$ cat src/sei_pkg.sv
// Shared constants and types for the smoothstep easing interpolator
package sei_pkg;

    localparam int NST     = 14;
    localparam int QW      = 9;
    localparam int DIV_ST  = 9;
    localparam int DIV_LO  = 1;

    localparam logic [15:0]        DUR_MAX = 16'd60000;
    localparam logic [15:0]        DUR_MIN = 16'd1;
    localparam logic signed [20:0] END_MAX = 21'sd1000000;
    localparam logic signed [20:0] END_MIN = -21'sd1000000;
    localparam logic [9:0]         CURVE_K = 10'd768;

    typedef struct packed {
        logic signed [20:0] a;
        logic signed [20:0] b;
    } t_tag;

endpackage

$ cat src/sei_div.sv
// Pipelined restoring divider: quotient of elapsed*256 by duration, one bit per stage
module sei_div (
    input  logic                 i_clk,
    input  logic [sei_pkg::DIV_ST-1:0] i_adv,
    input  logic [15:0]          i_el,
    input  logic [15:0]          i_dur,
    input  sei_pkg::t_tag        i_tag,
    output logic [sei_pkg::QW-1:0] o_q,
    output sei_pkg::t_tag        o_tag
);
    import sei_pkg::*;

    logic [15:0]   r_rem [DIV_ST];
    logic [15:0]   r_dur [DIV_ST];
    logic [QW-1:0] r_q   [DIV_ST];
    t_tag          r_tag [DIV_ST];

    genvar k;
    generate
        for (k = 0; k < DIV_ST; k++) begin : g_st
            logic [16:0]   x;
            logic [15:0]   d;
            logic [QW-1:0] qp;
            logic          ge;
            logic [QW-1:0] n_q;
            logic [16:0]   n_rem;
            t_tag          tg;

            if (k == 0) begin : g_first
                assign x  = {1'b0, i_el};
                assign d  = i_dur;
                assign qp = '0;
                assign tg = i_tag;
            end else begin : g_next
                assign x  = {r_rem[k-1], 1'b0};
                assign d  = r_dur[k-1];
                assign qp = r_q[k-1];
                assign tg = r_tag[k-1];
            end

            always_comb begin
                ge = (x >= {1'b0, d});
                n_rem = ge ? (x - {1'b0, d}) : x;
                n_q = qp;
                n_q[QW-1-k] = ge;
            end

            always_ff @(posedge i_clk) begin
                if (i_adv[k]) begin
                    r_rem[k] <= n_rem[15:0];
                    r_dur[k] <= d;
                    r_q[k]   <= n_q;
                    r_tag[k] <= tg;
                end
            end
        end
    endgenerate

    assign o_q   = r_q[DIV_ST-1];
    assign o_tag = r_tag[DIV_ST-1];

endmodule

$ cat src/smoothstep_easing_interpolator_unit.sv
// Top level of the smoothstep easing interpolator
//
//  channel   dir  fields (tdata, low bit up)
//  s_axis    in   elapsed_time[16:0] total_duration[32:17] from_value[53:33] to_value[74:54]
//  m_axis    out  eased_value[20:0]
//
// Stages: clamp, nine divider bit stages, square, curve, scale, round.
// One request per cycle unless stalled; the nine-stage restoring divider sets the depth.
// Reset clears all stage valid bits; data registers are not reset.
// A stall stops only the stages behind a full one, so bubbles still close up.
module smoothstep_easing_interpolator_unit (
    input  logic        i_clk,
    input  logic        i_rst_n,
    input  logic        i_s_axis_tvalid,
    output logic        o_s_axis_tready,
    input  logic [79:0] i_s_axis_tdata,  // elapsed_time, total_duration, from_value, to_value
    output logic        o_m_axis_tvalid,
    input  logic        i_m_axis_tready,
    output logic [23:0] o_m_axis_tdata   // eased_value, zero pad
);
    import sei_pkg::*;

    logic [NST-1:0] r_v;
    logic [NST-1:0] adv;

    logic signed [16:0] in_el;
    logic [15:0]        in_dur;
    logic signed [20:0] in_a;
    logic signed [20:0] in_b;
    logic [15:0]        n_dur;
    logic [15:0]        n_el;
    t_tag               n_tag;

    logic [15:0] r_el0;
    logic [15:0] r_dur0;
    t_tag        r_tag0;

    logic [QW-1:0] div_q;
    t_tag          div_tag;

    logic [17:0]        r_t2;
    logic [9:0]         r_w;
    logic signed [21:0] r_span1;
    logic signed [20:0] r_a1;
    logic [24:0]        curve;
    logic [8:0]         r_e;
    logic signed [21:0] r_span2;
    logic signed [20:0] r_a2;
    logic signed [31:0] r_prod;
    logic signed [20:0] r_a3;
    logic signed [31:0] rnd;
    logic signed [31:0] res;
    logic [20:0]        r_res;

    always_comb begin
        adv[NST-1] = !r_v[NST-1] || i_m_axis_tready;
        for (int i = NST-2; i >= 0; i--) begin
            adv[i] = !r_v[i] || adv[i+1];
        end
    end

    assign o_s_axis_tready = adv[0];

    always_ff @(posedge i_clk) begin
        if (!i_rst_n) begin
            r_v <= '0;
        end else begin
            if (adv[0]) begin
                r_v[0] <= i_s_axis_tvalid;
            end
            for (int i = 1; i < NST; i++) begin
                if (adv[i]) begin
                    r_v[i] <= r_v[i-1];
                end
            end
        end
    end

    always_comb begin
        in_el  = i_s_axis_tdata[16:0];
        in_dur = i_s_axis_tdata[32:17];
        in_a   = i_s_axis_tdata[53:33];
        in_b   = i_s_axis_tdata[74:54];
        if (in_dur < DUR_MIN) begin
            n_dur = DUR_MIN;
        end else if (in_dur > DUR_MAX) begin
            n_dur = DUR_MAX;
        end else begin
            n_dur = in_dur;
        end
        if (in_el[16]) begin
            n_el = '0;
        end else if (in_el[15:0] > n_dur) begin
            n_el = n_dur;
        end else begin
            n_el = in_el[15:0];
        end
        n_tag.a = (in_a > END_MAX) ? END_MAX : ((in_a < END_MIN) ? END_MIN : in_a);
        n_tag.b = (in_b > END_MAX) ? END_MAX : ((in_b < END_MIN) ? END_MIN : in_b);
    end

    always_ff @(posedge i_clk) begin
        if (adv[0]) begin
            r_el0  <= n_el;
            r_dur0 <= n_dur;
            r_tag0 <= n_tag;
        end
    end

    sei_div u_div (
        .i_clk (i_clk),
        .i_adv (adv[DIV_ST:DIV_LO]),
        .i_el  (r_el0),
        .i_dur (r_dur0),
        .i_tag (r_tag0),
        .o_q   (div_q),
        .o_tag (div_tag)
    );

    always_ff @(posedge i_clk) begin
        if (adv[10]) begin
            r_t2    <= 18'(div_q) * 18'(div_q);
            r_w     <= CURVE_K - {div_q, 1'b0};
            r_span1 <= 22'(div_tag.b) - 22'(div_tag.a);
            r_a1    <= div_tag.a;
        end
    end

    assign curve = {8'd0, r_t2[16:0]} * {15'd0, r_w};

    always_ff @(posedge i_clk) begin
        if (adv[11]) begin
            r_e     <= curve[24:16];
            r_span2 <= r_span1;
            r_a2    <= r_a1;
        end
    end

    always_ff @(posedge i_clk) begin
        if (adv[12]) begin
            r_prod <= 32'(r_span2) * $signed({23'd0, r_e});
            r_a3   <= r_a2;
        end
    end

    always_comb begin
        rnd = r_prod + (r_prod[31] ? 32'sd255 : 32'sd0);
        res = 32'(r_a3) + (rnd >>> 8);
    end

    always_ff @(posedge i_clk) begin
        if (adv[13]) begin
            r_res <= res[20:0];
        end
    end

    assign o_m_axis_tvalid = r_v[NST-1];
    assign o_m_axis_tdata  = {3'd0, r_res};

endmodule

$ cat config.mk
export PLATFORM = sky130hd
export DESIGN_NAME = smoothstep_easing_interpolator_unit
export DESIGN_NICKNAME = d
export VERILOG_FILES = /design/src/sei_pkg.sv /design/src/sei_div.sv /design/src/smoothstep_easing_interpolator_unit.sv
export SDC_FILE = /design/constraint.sdc
export NUM_CORES = 2
export LEC_CHECK = 0
export BUFFER_PORTS_ARGS = -buffer_cell sky130_fd_sc_hd__buf_2
export CORE_ASPECT_RATIO = 0.5
export CORE_MARGIN = 3
export CORE_UTILIZATION = 43
export CTS_BUF_LIST = sky130_fd_sc_hd__clkbuf_16
export DETAILED_ROUTE_END_ITERATION = 8
export PLACE_DENSITY_LB_ADDON = 0.05
export SYNTH_ARGS = -nofsm -noshare
export SYNTH_HDL_FRONTEND = slang
export SYNTH_HIERARCHICAL = 1
export SYNTH_SLANG_ARGS = --single-unit
export TNS_END_PERCENT = 10
$ cat constraint.sdc
create_clock -name i_clk -period 7.4 [get_ports i_clk]
set_input_delay 0.37 -clock i_clk [delete_from_list [all_inputs] [get_ports i_clk]]
set_output_delay 0.37 -clock i_clk [all_outputs]
set_load 0.05 [all_outputs]
==> summary by stage <==
STA
The number of endpoints with negative hold slack in the final report is 0. Static timing analysis puts the maximum clock frequency at approximately 160 MHz. The number of max-slew violations in the final report came to 0. Setup repair after global routing left no endpoint under its margin.

The worst pin sits at a relative slew slack of 0.2923. The pin slew with the least headroom to its limit is around 1100 ps. Setup violations remaining at the end of the flow were counted as 0. The time the worst path needs with I/O delays and setup is around 6300 ps. The final clock period utilization by the worst path is 0.8462.

The final clock skew is 26.68 ps. In the final timing run, aggregate negative setup slack is 0 ps.

Clock network
TritonCTS built the clock tree. The tree is rooted in a clkbuf_16. The clock drives roughly 960 sinks. The buffers inserted during post-CTS setup optimization is 0.

The clock latency of the later-clocked register in the worst-skew pair is about 670 ps. The number of hold buffers added after CTS was 38. Clock-pin slew was measured on the worst setup and hold paths at 80 ps. The total of cells resized after clock tree synthesis is 0. The level count of the clock H-tree is 3. In this run the deepest clock path goes through 3 buffers. The number of buffers created by CTS is just under 90.

Setup path
At the worst endpoint, the arrival time is between 6000 and 7000 ps. In this run the worst setup path terminates at r_prod[31]. The family with the most delay on the worst path is adder cells.

The critical path launch point type is a flop. In this design, the stage delay of the slowest critical-path cell is 990 ps. The endpoint identified for the worst register-to-register timing path is r_prod[31]. Data on the critical path is required at its endpoint by 7830 ps. The category of the critical setup timing path is flop to flop. In this run the number of cells on the critical path is 17.

The most prevalent standard cell on the critical path is fa_1. The number of buffers and inverters on the critical path is 3. The source of the worst register-to-register timing path is r_e[3]. The signal on the critical path passes through nand2_1 -> fa_1 -> inv_1 -> fa_1 -> fa_1 -> fa_1 -> inv_1 -> fa_1 -> inv_1 -> ha_1 -> a21o_1 -> a21o_1 -> a21o_1 -> o31ai_1 -> o221ai_1 -> a221oi_1 -> xnor2_1. The startpoint of the worst setup timing path is r_e[3]. The maximum fanout along the worst path is 22. The kind of capture point of the worst setup path is a flop.

The number of cells on the worst reg-to-reg path is 17. The slowest stage of the critical path belongs to the cell edfxtp_1. The register-to-register setup slack is roughly 1100 ps.

Floorplan
In this run the core area contains slightly above 90 standard-cell rows. For this configuration, the core starts out at a cell density of 0.4356. The area of the die is between 100000 and 150000 sq um. In this run the vertical extent of the chip is 256.6 microns. The floorplan step set the die width to between 500 and 600 microns. The I/O pin count is 110. The core footprint is between 100000 and 150000 sq um.

Global routing
Global routing finished with a remaining overflow of 0. The first global-routing pass estimated ~170000 microns of wire. The global-route usage over all layers is 0.1604. The via count of the first global-routing pass is ~32000. The number of antenna violations at the first check in global routing is 2. Entering global routing, the biggest net connects 78 pins.

Yosys
The synthesized design contains about 960 register bits. The compound-gate portion of the synthesized area came to 0.07593. By area, the combinational part of the netlist is dominated by adder cells.

The share of synthesized area spent on multiplexers is 0.02210. The XOR/XNOR share of the synthesized area is 0.03438. Of the synthesized area, sequential elements account for 0.5300. The Yosys step of the flow raised 6 warnings. The count of cell types in the netlist is 81.

The mean cell area of the mapped netlist is approximately 13 sq um. The number of enable-type register cells in the synthesized netlist is around 940. The async set-or-reset flop fraction in the synthesized netlist is 0. The gate count of the mapped netlist is 4227. The cell area after synthesis is around 54000 sq um. The simple-gate share of the synthesized area is 0.09300. The dominant register cell in the synthesized netlist is edfxtp_1. Of the total synthesized cell area, the portion taken by full adders, half adders and majority gates is 0.1993.

Drt
The mean routed wirelength per cell is 16.59 microns. The count of routing violations after the opening detailed-route iteration is ~1400. The routed via count divided by cell count is about 5.0. The count of nets left with antenna violations once routing finished came out at 0. The sum of routed wire length over all layers is 101700 microns. The total number of vias is approximately 30000.

For this run, the detailed router's first-pass iteration total came to 5. The DRC violations left is 0.

Status
The flow ran to the end, and the final reports show no timing, DRC or antenna violations.

Flow run
Across the run, the number of max-cap violations was 0.

Min path
The worst hold-check path type is input port to flop.

Layout
The area growth from synthesis to layout is 10.57%. The number of diodes added for antenna fixing is 0. In the final design database the tool counted between 5000 and 6000 nets.

The share of post-route cells with drive strength above 1 is 0.08345.

Place
The routability-driven placement congestion ratio is roughly 0.86. Port buffering added 101 buffers. The half-perimeter wire length after detailed placement is between 70000 and 80000 microns.
cells by family after synthesis:
family                   Yosys count
buffers and inverters            642
AND/OR/NAND/NOR                 1006
AO/OA/AOI/OAI                    624
adder cells (fa/ha/maj)          676
XOR/XNOR                         212
other                              2
flip-flops                       958
multiplexers                     107
sequential cells by signal, indices dropped and copies added, names as in the netlist:
register	flops
r_dur0	16
r_tag0	42
r_span1	22
u_div/r_tag	378
r_v	14
u_div/r_q	45
r_w	8
r_el0	16
r_t2	16
r_res	21
u_div/r_rem	128
r_a2	21
r_prod	30
r_a1	21
r_span2	22
u_div/r_dur	128
r_a3	21
r_e	9
stage by stage:
| step | setup WS (ps) | util | std cells | cell area (sq um) | hold slack (ps) |
|---|---|---|---|---|---|
| 6_report | 1138 | 0.4817 | 6132 | 59720 | 61.39 |
| 2_1_floorplan | 1550 | - | 4231 | 54030 | 400.3 |
| 4_1_cts | 1131 | 0.4817 | 6132 | 59720 | 0.1294 |
| 3_3_place_gp | 1118 | 0.4552 | 5932 | 56440 | 401.6 |
| 3_5_place_dp | 1137 | 0.4552 | 5932 | 56440 | 404.5 |
| 5_1_grt | 781.7 | 0.4817 | 6132 | 59720 | 20.93 |
synth_stat cells (6+ instances only):
cell type	n	share of area
xnor2_1	145	0.024
a211oi_1	24	0.0033
mux2i_1	24	0.0044
and3_1	19	0.0022
clkbuf_1	74	0.0051
nor4_1	10	0.0012
o21ai_1	23	0.0021
and2_1	231	0.027
a21oi_1	173	0.016
o31a_1	6	0.00097
buf_2	10	0.00093
nor2_1	193	0.013
or4_1	6	0.00083
nand2b_1	39	0.0045
inv_2	9	0.00063
a31oi_1	22	0.0025
and4_1	7	0.0011
o21bai_1	15	0.0021
nor3_1	40	0.0037
a221oi_1	7	0.0011
o21a_1	49	0.0068
ha_1	369	0.085
a211o_1	10	0.0016
inv_1	543	0.038
edfxtp_1	944	0.52
nor2b_1	49	0.0057
o211ai_1	19	0.0026
nand2_1	288	0.020
o31ai_1	15	0.0021
nand3_1	48	0.0044
or3_1	15	0.0017
or2_2	11	0.0013
xor2_1	67	0.011
a21boi_0	10	0.0014
dfxtp_1	14	0.0052
a21o_1	75	0.010
nand4_1	38	0.0044
mux2_2	77	0.016
fa_1	307	0.11
o21ai_0	106	0.0098
worst min-delay path: stages:
cell and delay [ps]:
buf_2 110, nor2_1 50, nor2_1 80
layout make-up:
cell class	count	area (sq um)
clock buffers	90	2252
clock inverters	72	651.9
fillers	10980	64270
inverters	552	2074
multi-input cells	2631	23020
flip-flops and latches	958	28630
well taps	1674	2095
repair buffers	155	1006
cell usage in the layout (no fill, tap or decap), types with 16 or more instances in the layout:
| master | count |
|---|---|
| xor2_1 | 67 |
| mux2i_1 | 24 |
| o21ai_1 | 23 |
| nand3_1 | 46 |
| a21oi_1 | 173 |
| edfxtp_1 | 944 |
| mux2_2 | 77 |
| o21ai_0 | 106 |
| nand2_1 | 283 |
| o211ai_1 | 19 |
| clkbuf_16 | 90 |
| fa_1 | 307 |
| a21o_1 | 75 |
| and2_1 | 231 |
| inv_1 | 555 |
| clkinv_1 | 19 |
| o21a_1 | 49 |
| nand2b_1 | 39 |
| xnor2_1 | 145 |
| a211oi_1 | 24 |
| buf_2 | 101 |
| dlygate4sd3_1 | 38 |
| and3_1 | 19 |
| nor2_1 | 193 |
| nor2b_1 | 49 |
| buf_4 | 16 |
| a31oi_1 | 22 |
| nor3_1 | 40 |
| nand4_1 | 38 |
| ha_1 | 369 |
worst min-delay path by stage:
stage	from	to	slack (ps)	cells after the start
after global routing	i_s_axis_tdata[45]	r_tag0[33]	20	3
after floorplan	r_a1[0]	r_a2[0]	400	0
final	i_s_axis_tdata[69]	r_tag0[15]	60	3
after detailed placement	r_a1[3]	r_a2[3]	400	0
after global placement	u_div/r_q[1][31]	u_div/r_q[2][4]	400	0
after CTS	i_s_axis_tdata[2]	r_el0[2]	0.1	3
metal layers:
| layer | vias to the layer above | GRT usage | part of all wire |
|---|---|---|---|
| met3 | 174 | 0.02647 | 0.033 |
| met1 | 14857 | 0.2305 | 0.49 |
| li1 | 15048 | - | - |
| met2 | 385 | 0.2529 | 0.45 |
| met4 | 4 | 0.04233 | 0.024 |
| met5 | - | 0 | 0.00025 |
Power is not shown: default switching activity piles up to over one toggle a cycle in this logic, so the estimate is an artifact.
